===== config.mk =====
export PLATFORM = sky130hd
export DESIGN_NAME = buddy_ctrl
export DESIGN_NICKNAME = d
export VERILOG_FILES = /design/src/rtl/buddy_allocator_core_macros.svh /design/src/rtl/buddy_pkg.sv /design/src/rtl/buddy_ctrl.sv
export SDC_FILE = /design/constraint.sdc
export NUM_CORES = 1
export LEC_CHECK = 0
export ABC_AREA = 1
export ABC_CLOCK_PERIOD_IN_PS = 1830
export BUFFER_PORTS_ARGS = -buffer_cell sky130_fd_sc_hd__clkbuf_2
export CORE_MARGIN = 5
export CORE_UTILIZATION = 56
export DETAILED_ROUTE_END_ITERATION = 12
export PLACE_DENSITY_LB_ADDON = 0.12
export SLEW_MARGIN = 20
export SYNTH_ARGS = -nofsm -noshare
export SYNTH_HDL_FRONTEND = slang
export SYNTH_SLANG_ARGS = --single-unit
export TNS_END_PERCENT = 5

===== constraint.sdc =====
create_clock -name i_clk -period 1.83 [get_ports i_clk]
set_input_delay 0.0915 -clock i_clk [delete_from_list [all_inputs] [get_ports i_clk]]
set_output_delay 0.0915 -clock i_clk [all_outputs]
set_load 0.02 [all_outputs]

===== src/rtl/buddy_allocator_core_macros.svh =====
// Assertion macros for the buddy allocator core.
`ifndef BUDDY_ALLOCATOR_CORE_MACROS_SVH
`define BUDDY_ALLOCATOR_CORE_MACROS_SVH
`ifndef SYNTHESIS
`define BUDDY_ASSERT(lbl, clk, rst_n, prop) \
    lbl: assert property (@(posedge clk) disable iff (!rst_n) prop) \
    else $error("buddy allocator check failed");
`define BUDDY_ASSERT_NEXT(lbl, clk, rst_n, ante, cons) \
    lbl: assert property (@(posedge clk) disable iff (!rst_n) (ante) |=> (cons)) \
    else $error("buddy allocator sequence check failed");
`else
`define BUDDY_ASSERT(lbl, clk, rst_n, prop)
`define BUDDY_ASSERT_NEXT(lbl, clk, rst_n, ante, cons)
`endif
`endif


===== src/rtl/buddy_pkg.sv =====
// Shared types, constants and helpers of the buddy allocator.
package buddy_pkg;

    localparam int BUDDY_POOL_UNITS = 1024;
    localparam int REQ_W            = 16;
    localparam int OFF_OUT_W        = 10;
    localparam int STATUS_W         = 2;
    localparam int LOG_W            = $clog2(REQ_W + 1);

    typedef enum logic [STATUS_W-1:0] {
        RES_OK         = 2'd0,
        RES_NO_SPACE   = 2'd1,
        RES_BAD_OFFSET = 2'd2,
        RES_NOT_ALLOC  = 2'd3
    } t_res;

    typedef enum logic [3:0] {
        OP_IDLE,
        OP_CLEAR,
        OP_CHECK,
        OP_DOWN,
        OP_MARK,
        OP_AUP,
        OP_FIND,
        OP_FUP,
        OP_RESP
    } t_op;

    typedef struct packed {
        t_op  op;
        logic load;
    } t_dp_cmd;

    typedef struct packed {
        logic clr_last;
        logic fail;
        logic is_free;
        logic hit;
        logic zero;
        logic top;
        logic out_free;
    } t_dp_sts;

    // Exponent of the request rounded up to a power of two; zero and one give zero.
    function automatic logic [LOG_W-1:0] f_ceil_log2(input logic [REQ_W-1:0] v);
        logic [REQ_W-1:0] m;
        logic [LOG_W-1:0] r;
        m = (v == '0) ? '0 : v - 1'b1;
        r = '0;
        for (int k = 0; k < REQ_W; k++) begin
            if (m[k]) begin
                r = LOG_W'(k + 1);
            end
        end
        return r;
    endfunction

endpackage


===== src/rtl/buddy_ctrl.sv =====
// Sequencer of the buddy allocator: clear pass, walk down, walk up, response.
module buddy_ctrl import buddy_pkg::*; (
    input  logic    i_clk,
    input  logic    i_rst_n,
    input  logic    i_req_valid,
    output logic    o_req_ready,
    input  t_dp_sts i_sts,
    output t_dp_cmd o_cmd
);

    typedef enum logic [8:0] {
        ST_CLEAR = 9'b000000001,
        ST_IDLE  = 9'b000000010,
        ST_CHECK = 9'b000000100,
        ST_DOWN  = 9'b000001000,
        ST_MARK  = 9'b000010000,
        ST_AUP   = 9'b000100000,
        ST_FIND  = 9'b001000000,
        ST_FUP   = 9'b010000000,
        ST_RESP  = 9'b100000000
    } t_state;

    t_state r_state;
    t_state n_state;

    always_ff @(posedge i_clk) begin
        if (!i_rst_n) begin
            r_state <= ST_CLEAR;
        end else begin
            r_state <= n_state;
        end
    end

    assign o_req_ready = (r_state == ST_IDLE);

    always_comb begin
        n_state    = r_state;
        o_cmd.op   = OP_IDLE;
        o_cmd.load = 1'b0;
        unique case (r_state)
            ST_CLEAR: begin
                o_cmd.op = OP_CLEAR;
                if (i_sts.clr_last) begin
                    n_state = ST_IDLE;
                end
            end
            ST_IDLE: begin
                o_cmd.op   = OP_IDLE;
                o_cmd.load = i_req_valid;
                if (i_req_valid) begin
                    n_state = ST_CHECK;
                end
            end
            ST_CHECK: begin
                o_cmd.op = OP_CHECK;
                if (i_sts.fail) begin
                    n_state = ST_RESP;
                end else if (i_sts.is_free) begin
                    n_state = ST_FIND;
                end else if (i_sts.hit) begin
                    n_state = ST_MARK;
                end else begin
                    n_state = ST_DOWN;
                end
            end
            ST_DOWN: begin
                o_cmd.op = OP_DOWN;
                if (i_sts.hit) begin
                    n_state = ST_MARK;
                end
            end
            ST_MARK: begin
                o_cmd.op = OP_MARK;
                n_state  = i_sts.top ? ST_RESP : ST_AUP;
            end
            ST_AUP: begin
                o_cmd.op = OP_AUP;
                if (i_sts.top) begin
                    n_state = ST_RESP;
                end
            end
            ST_FIND: begin
                o_cmd.op = OP_FIND;
                if (i_sts.top) begin
                    n_state = ST_RESP;
                end else if (i_sts.zero) begin
                    n_state = ST_FUP;
                end
            end
            ST_FUP: begin
                o_cmd.op = OP_FUP;
                if (i_sts.top) begin
                    n_state = ST_RESP;
                end
            end
            ST_RESP: begin
                o_cmd.op = OP_RESP;
                if (i_sts.out_free) begin
                    n_state = ST_IDLE;
                end
            end
            default: begin
                n_state = ST_CLEAR;
            end
        endcase
    end

endmodule


==> impl_metrics.py, run 1 <==
metrics = {
    "worst_setup_path": {
        "worstPathArrival_ns": 1.58,
        "path_common_cell": "nor2_4",
        "cp_num_buf_inv": 1,
        "cp.depth": 6,
        "slowest_stage": "dfxtp_1",
        "worstSetupStartpointType": "flip-flop",
        "required_ns": 1.74,
        "r2r_slack_ns": 0.43,
        "r2r-end": "r_state[8]$_SDFFE_PN0P_",
        "r2r-start": "r_state[5]$_SDFFE_PN0P_",
        "worstSetupStartpoint": "r_state[5]$_SDFFE_PN0P_",
        "crit_end": "o_cmd[1]",
        "cpLargestDelayFamily": "simple AND/OR/NAND/NOR gates",
        "crit_path_end_kind": "output port",
        "path_cells": "nor2_4 > nand2_2 > nor2_4 > nand2_1 > or3b_1 > clkbuf_2",
        "max_stage_delay_ns": 0.46,
        "cp_max_fo": 6,
        "worstRegToRegCells": 7,
        "critPathKind": "reg -> out",
    },
    "place": {
        "dpl.hpwl_mm": 1.433,
        "place_inst": 147,
        "gp_congestion": 0.8597,
        "dpl_cell_area_um2": 859.6,
        "io_buffers": 15,
    },
    "global_route": {
        "antenna_found_initial": 0,
        "gr-usage-all-layers_pct": 18.80,
        "overflow": 0,
        "grt_first_pass_wirelength_mm": 2.870,
        "grt_max_degree": 7,
        "grt_pass1_vias": 718,
    },
    "clocking": {
        "h-tree-depth": 1,
        "numCtsBuffers": 3,
        "cts_tree": "yes",
        "insertion_delay_ns": 0.27,
        "cts_root_buf": "clkbuf_4",
        "cts_resized": 0,
        "cts.sinks": 9,
        "cts_setup_buffers": 0,
        "hold_buffers": 0,
        "clkTransAtPathRegs_ns": 0.07,
        "clockBufferDepth": 2,
    },
    "logic_synthesis": {
        "synth_top_area_share_pct": 23.53,
        "syn_avg_cell_area_um2": 6.545,
        "synth_edf_count": 0,
        "async_flop_share_pct": 0,
        "synth_common_cells": "nand2_1 (21), inv_1 (20), nor2_1 (15)",
        "seq_area_frac_synth_pct": 23.53,
        "netlist_instances": 117,
        "synthDistinctLibCells": 22,
        "yosys.area.top_type": "dfxtp_1",
        "synthTopCellsByArea": "dfxtp_1 (24%), nand2_1 (10%), nor2_4 (10%), inv_1 (9.8%), nor2_1 (7.4%)",
        "synth-main-ff-cell": "dfxtp_1",
        "synth_nets": 127,
        "synth.most_common_cell": "nand2_1",
        "ys_seq_elements": 9,
        "yosysWarnings": 0,
        "synthesis.area_um2": 765.7,
    },
    "timing": {
        "rsz0062_at_grt": "no",
        "slew_violations": 0,
        "timing.final.crit_share_pct": 91.54,
        "min_period_ns": 1.675,
        "finalSetupViolations": 0,
        "finalClockSkew_ns": 0.005672,
        "fin_tns_setup_ns": 0,
        "worstMarginPinSlew_ns": 0.2711,
        "timing.fmax_mhz": 597.0,
        "max_slew_margin_pct": 81.93,
        "hold_violations": 0,
    },
    "hold_path": {
        "hold_class": "in -> reg",
        "holdPathStages": 2,
    },
    "power_and_ir_drop": {
        "p_leak_nw": 0.4361,
        "power.total_w": 0.0009566,
        "vdd_drop_max_v": 0.0005502,
        "power_density_nw_per_um2": 1080,
    },
    "drt": {
        "antenna_left": 0,
        "num_vias": 749,
        "drtIter0Drc": 17,
        "dr.pass1.iters": 4,
        "drc_errors": 0,
        "drt_wl_total_mm": 1.721,
        "wl_per_cell_um": 11.40,
        "vias_per_cell": 4.960,
    },
    "layout": {
        "nets": 147,
        "regMostFlops": "r_state",
        "final_cell_count_no_fill": 151,
        "regArea_um2": 180.2,
        "diodes": 0,
        "fillerInstances": 129,
        "postLayoutCellArea_um2": 885.9,
        "top_regs": "r_state: 9 flops",
        "largest_reg_flops": 9,
        "drive_above_1_share_pct": 34.56,
        "postLayoutCoreUtil_pct": 68.08,
        "syn2layout_area_growth_pct": 15.69,
        "multiInputGateArea_um2": 495.5,
    },
    "floorplan": {
        "num_io_pins": 16,
        "die_w_um": 46.98,
        "die_h_um": 46.98,
        "placementRows": 13,
        "die_area_um2": 2207,
        "coreArea_um2": 1301,
        "initial_utilization_pct": 58.85,
    },
    "run": {
        "maxCapViolations": 0,
    },
    "outcome": {
        "status": "finished, final reports clean",
    },
}
through the flow:
stage                     setup slack [ns]  hold slack (ns)
after floorplan                     0.4983           0.1700
after global placement              0.4665           0.2877
after detailed placement            0.4564           0.2887
after CTS                           0.1588         0.008658
after global routing               0.05344          0.02143
final                               0.1549          0.01051
worst reg2reg max path, delay by kind of cell, from the launching register on:
family / cells / cell delay, ns
AOI/OAI and AO/OA: 2 / 0.43
DFF: 1 / 0.38
and+or+nand+nor: 5 / 0.51
cell usage in the layout, fill, tap and decap left out, drive strengths merged:
master and instances:
a211oi 1, a21oi 5, clkbuf 19, dfxtp 9, inv 24, nand2 27
nand3 15, nand3b 1, nand4 1, nor2 26, nor3 4, o211ai 1
o21ai 2, or3b 1
area by class of cell:
class / instances / area share, %
clock buffers: 4 / 2.966
inverters: 24 / 10.17
multi-input cells: 84 / 55.93
flip-flops and latches: 9 / 20.34
well taps: 15 / 2.119
repair buffers: 15 / 8.475
per-layer routing:
metal,GRT usage (%),share of wire (%)
met1,24.54,49
met2,29.27,43
met3,3.448,5.2
met4,9.945,2.1
met5,0,0
cells by family (layout without fill, tap and decap cells):
kind of cell / count (synthesis) / in the layout / synth area share [%]
flip-flops: 9 / 9 / 23.53
AND/OR/NAND/NOR: 75 / 75 / 57.68
AO/OA/AOI/OAI: 9 / 9 / 7.027
buffers and inverters: 24 / 43 / 11.76
report_power, final:
group	total, W	internal, W	switching (W)
Sequential	0.000268	0.000227	0.0000412
Clock	0.000161	0.0000844	0.0000768
Combinational	0.000527	0.000187	0.000340
how the worst min path moves through the flow:
stage	end	slack (ns)	startpoint
global placement	r_state[3]$_SDFFE_PN0P_	0.29	i_sts[3]
finish	r_state[3]$_SDFFE_PN0P_	0.01	i_sts[3]
floorplan	r_state[3]$_SDFFE_PN0P_	0.17	i_sts[3]
detailed placement	r_state[3]$_SDFFE_PN0P_	0.29	i_sts[3]
global route	r_state[3]$_SDFFE_PN0P_	0.02	i_sts[3]
CTS	r_state[3]$_SDFFE_PN0P_	0.009	i_sts[3]
Note: power is estimated with default switching activity, not from simulation.
==> run 2, diff against run 1 <==
--- a/config.mk
+++ b/config.mk
@@ -5,11 +5,10 @@
 export SDC_FILE = /design/constraint.sdc
 export NUM_CORES = 1
 export LEC_CHECK = 0
-export ABC_AREA = 1
 export ABC_CLOCK_PERIOD_IN_PS = 1830
 export BUFFER_PORTS_ARGS = -buffer_cell sky130_fd_sc_hd__clkbuf_2
 export CORE_MARGIN = 5
-export CORE_UTILIZATION = 56
+export CORE_UTILIZATION = 59
 export DETAILED_ROUTE_END_ITERATION = 12
 export PLACE_DENSITY_LB_ADDON = 0.12
 export SLEW_MARGIN = 20
==> run 2 against run 1 <==
Effect of this change: the run now ends with setup timing left; clock power fell by 4%; worst hold slack better by 0.012 ns; fmax decreased by 10%; power increased by 2.1%; clock skew decreased by 0.00066 ns; sequential share of layout area decreased by 4.3 points.
==> impl_metrics.py, run 2 <==
metrics = {
    "outcome": {
        "status": "complete, but fails checks",
        "violations": "setup timing",
    },
    "clocking": {
        "h-tree-depth": 1,
        "hold_buffers": 0,
        "cts.sinks": 9,
        "clkTransAtPathRegs_ns": 0.06,
        "cts_root_buf": "clkbuf_4",
        "cts_tree": "yes",
        "numCtsBuffers": 3,
        "clockBufferDepth": 2,
        "insertion_delay_ns": 0.26,
    },
    "run": {
        "maxCapViolations": 0,
    },
    "logic_synthesis": {
        "synth-main-ff-cell": "dfxtp_1",
        "yosysWarnings": 0,
        "synth-xor-area-share_pct": 4.636,
        "netlist_instances": 118,
        "ys_seq_elements": 9,
        "synthAdderAreaFrac_pct": 0,
        "synth-compound-area-share_pct": 27.28,
        "syn_avg_cell_area_um2": 8.006,
        "synthDistinctLibCells": 47,
        "synthesis.area_um2": 944.7,
        "muxShareOfSynthArea_pct": 0,
        "synth_top_family_by_area": "simple AND/OR/NAND/NOR gates",
        "synth_common_cells": "dfxtp_1 (9), nand2_1 (9), nor2_1 (9), o21ai_0 (9), nor3_1 (6)",
        "synth_edf_count": 0,
        "yosys.area.top_type": "dfxtp_1",
        "synth_nets": 128,
        "synth_top_area_share_pct": 19.07,
        "seq_area_frac_synth_pct": 19.07,
        "synth-simple-area-share_pct": 40.40,
        "async_flop_share_pct": 0,
        "synthTopCellsByArea": "dfxtp_1 (19%), o21ai_0 (4.8%), a211oi_4 (4.2%), nand2_1 (3.6%), nor2_1 (3.6%)",
    },
    "worst_setup_path": {
        "r2r-end": "r_state[7]$_SDFFE_PN0P_",
        "cpLargestDelayFamily": "compound AO/OA/AOI/OAI gates",
        "r2r_slack_ns": 0.10,
        "path_cells": "buf_4 > or2_2 > a211o_1 > a21oi_1 > clkbuf_4",
        "worstSetupStartpointType": "flip-flop",
        "cp.depth": 5,
        "max_stage_delay_ns": 0.37,
        "cp_max_fo": 6,
        "worstPathArrival_ns": 1.77,
        "worstRegToRegCells": 6,
        "crit_path_end_kind": "output port",
        "cp_num_buf_inv": 2,
        "r2r-start": "r_state[0]$_SDFFE_PN1P_",
        "critPathKind": "reg -> out",
        "slowest_stage": "dfxtp_2",
        "required_ns": 1.74,
    },
    "global_route": {
        "overflow": 0,
        "grt_pass1_vias": 906,
        "grt_first_pass_wirelength_mm": 4.416,
        "grt_max_degree": 13,
        "gr-usage-all-layers_pct": 22.15,
        "antenna_found_initial": 0,
    },
    "place": {
        "dpl.hpwl_mm": 1.980,
        "gp_congestion": 0.8959,
        "dp_worst_setup_slack_ns": 0.04959,
        "dpl_cell_area_um2": 1075,
        "io_buffers": 15,
    },
    "hold_path": {
        "whs_endpoint": "r_state[3]$_SDFFE_PN0P_",
        "min_from": "i_sts[3]",
        "holdPathStages": 2,
        "hold_class": "in -> reg",
    },
    "layout": {
        "nets": 155,
        "top_regs": "r_state: 9 flops",
        "regMostFlops": "r_state",
        "diodes": 0,
        "postLayoutCoreUtil_pct": 77.82,
        "drive_above_1_share_pct": 38.19,
        "syn2layout_area_growth_pct": 24.11,
        "layout.cells.most_common": "buf_4",
        "layout_common_cells": "buf_4 (16), clkbuf_2 (11), nand2_1 (9), nor2_1 (9), o21ai_0 (8)",
        "largest_reg_flops": 9,
        "fillerInstances": 110,
        "postLayoutCellArea_um2": 1172,
    },
    "timing": {
        "timing.final.crit_share_pct": 101.7,
        "slew_violations": 0,
        "hold_violations": 0,
        "timing.fmax_mhz": 537.2,
        "min_period_ns": 1.862,
        "rsz0062_at_grt": "yes",
        "setup_ws_ns": -0.03153,
        "worstMarginPinSlew_ns": 0.3507,
        "finalClockSkew_ns": 0.005010,
        "finalSetupViolations": 1,
        "max_slew_margin_pct": 76.57,
        "fin_tns_setup_ns": -0.03153,
    },
    "floorplan": {
        "die_area_um2": 2502,
        "num_io_pins": 16,
        "placementRows": 14,
        "coreArea_um2": 1506,
        "initial_utilization_pct": 62.71,
        "die_h_um": 50.02,
        "die_w_um": 50.02,
    },
    "drt": {
        "drt_wl_total_mm": 2.685,
        "drc_errors": 0,
        "wl_per_cell_um": 16.78,
        "drtIter0Drc": 39,
        "antenna_left": 0,
        "vias_per_cell": 6.406,
        "num_vias": 1025,
        "dr.pass1.iters": 4,
    },
    "power_and_ir_drop": {
        "internal_power_w": 0.0005760,
        "p_sw_w": 0.0004007,
        "seqPwrFrac_pct": 27.1,
        "clock_power_share_pct": 15.8,
        "vdd_drop_max_v": 0.0007096,
        "combinationalPowerShare_pct": 57.0,
        "power_density_nw_per_um2": 833.1,
        "p_sw_share_pct": 41.03,
        "p_leak_nw": 0.4693,
        "power.total_w": 0.0009768,
    },
}
## run 2: repair_timing
action | in CTS | in global routing
resized for setup | 8 | 12
buffers inserted | 0 | 3
pin swaps | 0 | 2
endpoints found under the hold margin | 0 | 0
setup endpoints to repair | 5 | 7
## run 2: worst reg2reg max path, delay by kind of cell (launching register included)
family                 cells  cell delay, ns
buffers and inverters      1            0.18
AND/OR/NAND/NOR            3            0.59
AO/OA/AOI/OAI              2            0.47
flip-flops                 1            0.38
## run 2: power groups by stage
stage	Clock [W]	Combinational, W	Sequential [W]
final	0.000155	0.000557	0.000265
after floorplan	0	0.000374	0.000239
after global routing	0.000171	0.000605	0.000270
after global placement	0	0.000478	0.000267
after CTS	0.000158	0.000501	0.000263
after detailed placement	0	0.000490	0.000269
## run 2: cell type report
cell class / instances / area [µm²] / share of cell area (%)
Multi-Input combinational cell: 96 / 699.4 / 59.66
Clock buffer: 4 / 26.28 / 2.241
Tap cell: 16 / 20.02 / 1.708
Inverter: 3 / 11.26 / 0.9605
Sequential cell: 9 / 187.7 / 16.01
Timing Repair Buffer: 32 / 227.7 / 19.42
## run 2: worst max-delay path by stage
stage                                    endpoint                     from
after global routing                     o_cmd[3]  r_state[5]$_SDFFE_PN0P_
after global placement    r_state[7]$_SDFFE_PN0P_  r_state[5]$_SDFFE_PN0P_
final                                    o_cmd[3]  r_state[5]$_SDFFE_PN0P_
after floorplan                          o_cmd[4]  r_state[7]$_SDFFE_PN0P_
after detailed placement  r_state[7]$_SDFFE_PN0P_  r_state[5]$_SDFFE_PN0P_
after CTS                                o_cmd[3]  r_state[5]$_SDFFE_PN0P_
## run 2: cells by family (layout without fill, tap and decap cells)
family / Yosys count / in the layout
and+or+nand+nor: 58 / 58
buffers and inverters: 13 / 39
DFF: 9 / 9
AOI/OAI and AO/OA: 33 / 33
xor gates and xnor gates: 5 / 5
## run 2: through the flow
stage | instances | hold WS (ns)
after global routing | 160 | 0.03911
after detailed placement | 153 | 0.2956
after CTS | 157 | 0.01968
after floorplan | 118 | 0.1708
final | 160 | 0.02265
after global placement | 153 | 0.2884
## run 2: metal layers
metal | GRT usage (%) | share of wire (%) | vias to the layer above
met1 | 30.02 | 39 | 468
met3 | 3.313 | 9.8 | 13
li1 | - | - | 485
met5 | 0 | 0 | -
met2 | 34.31 | 48 | 59
met4 | 9.170 | 3.3 | 0
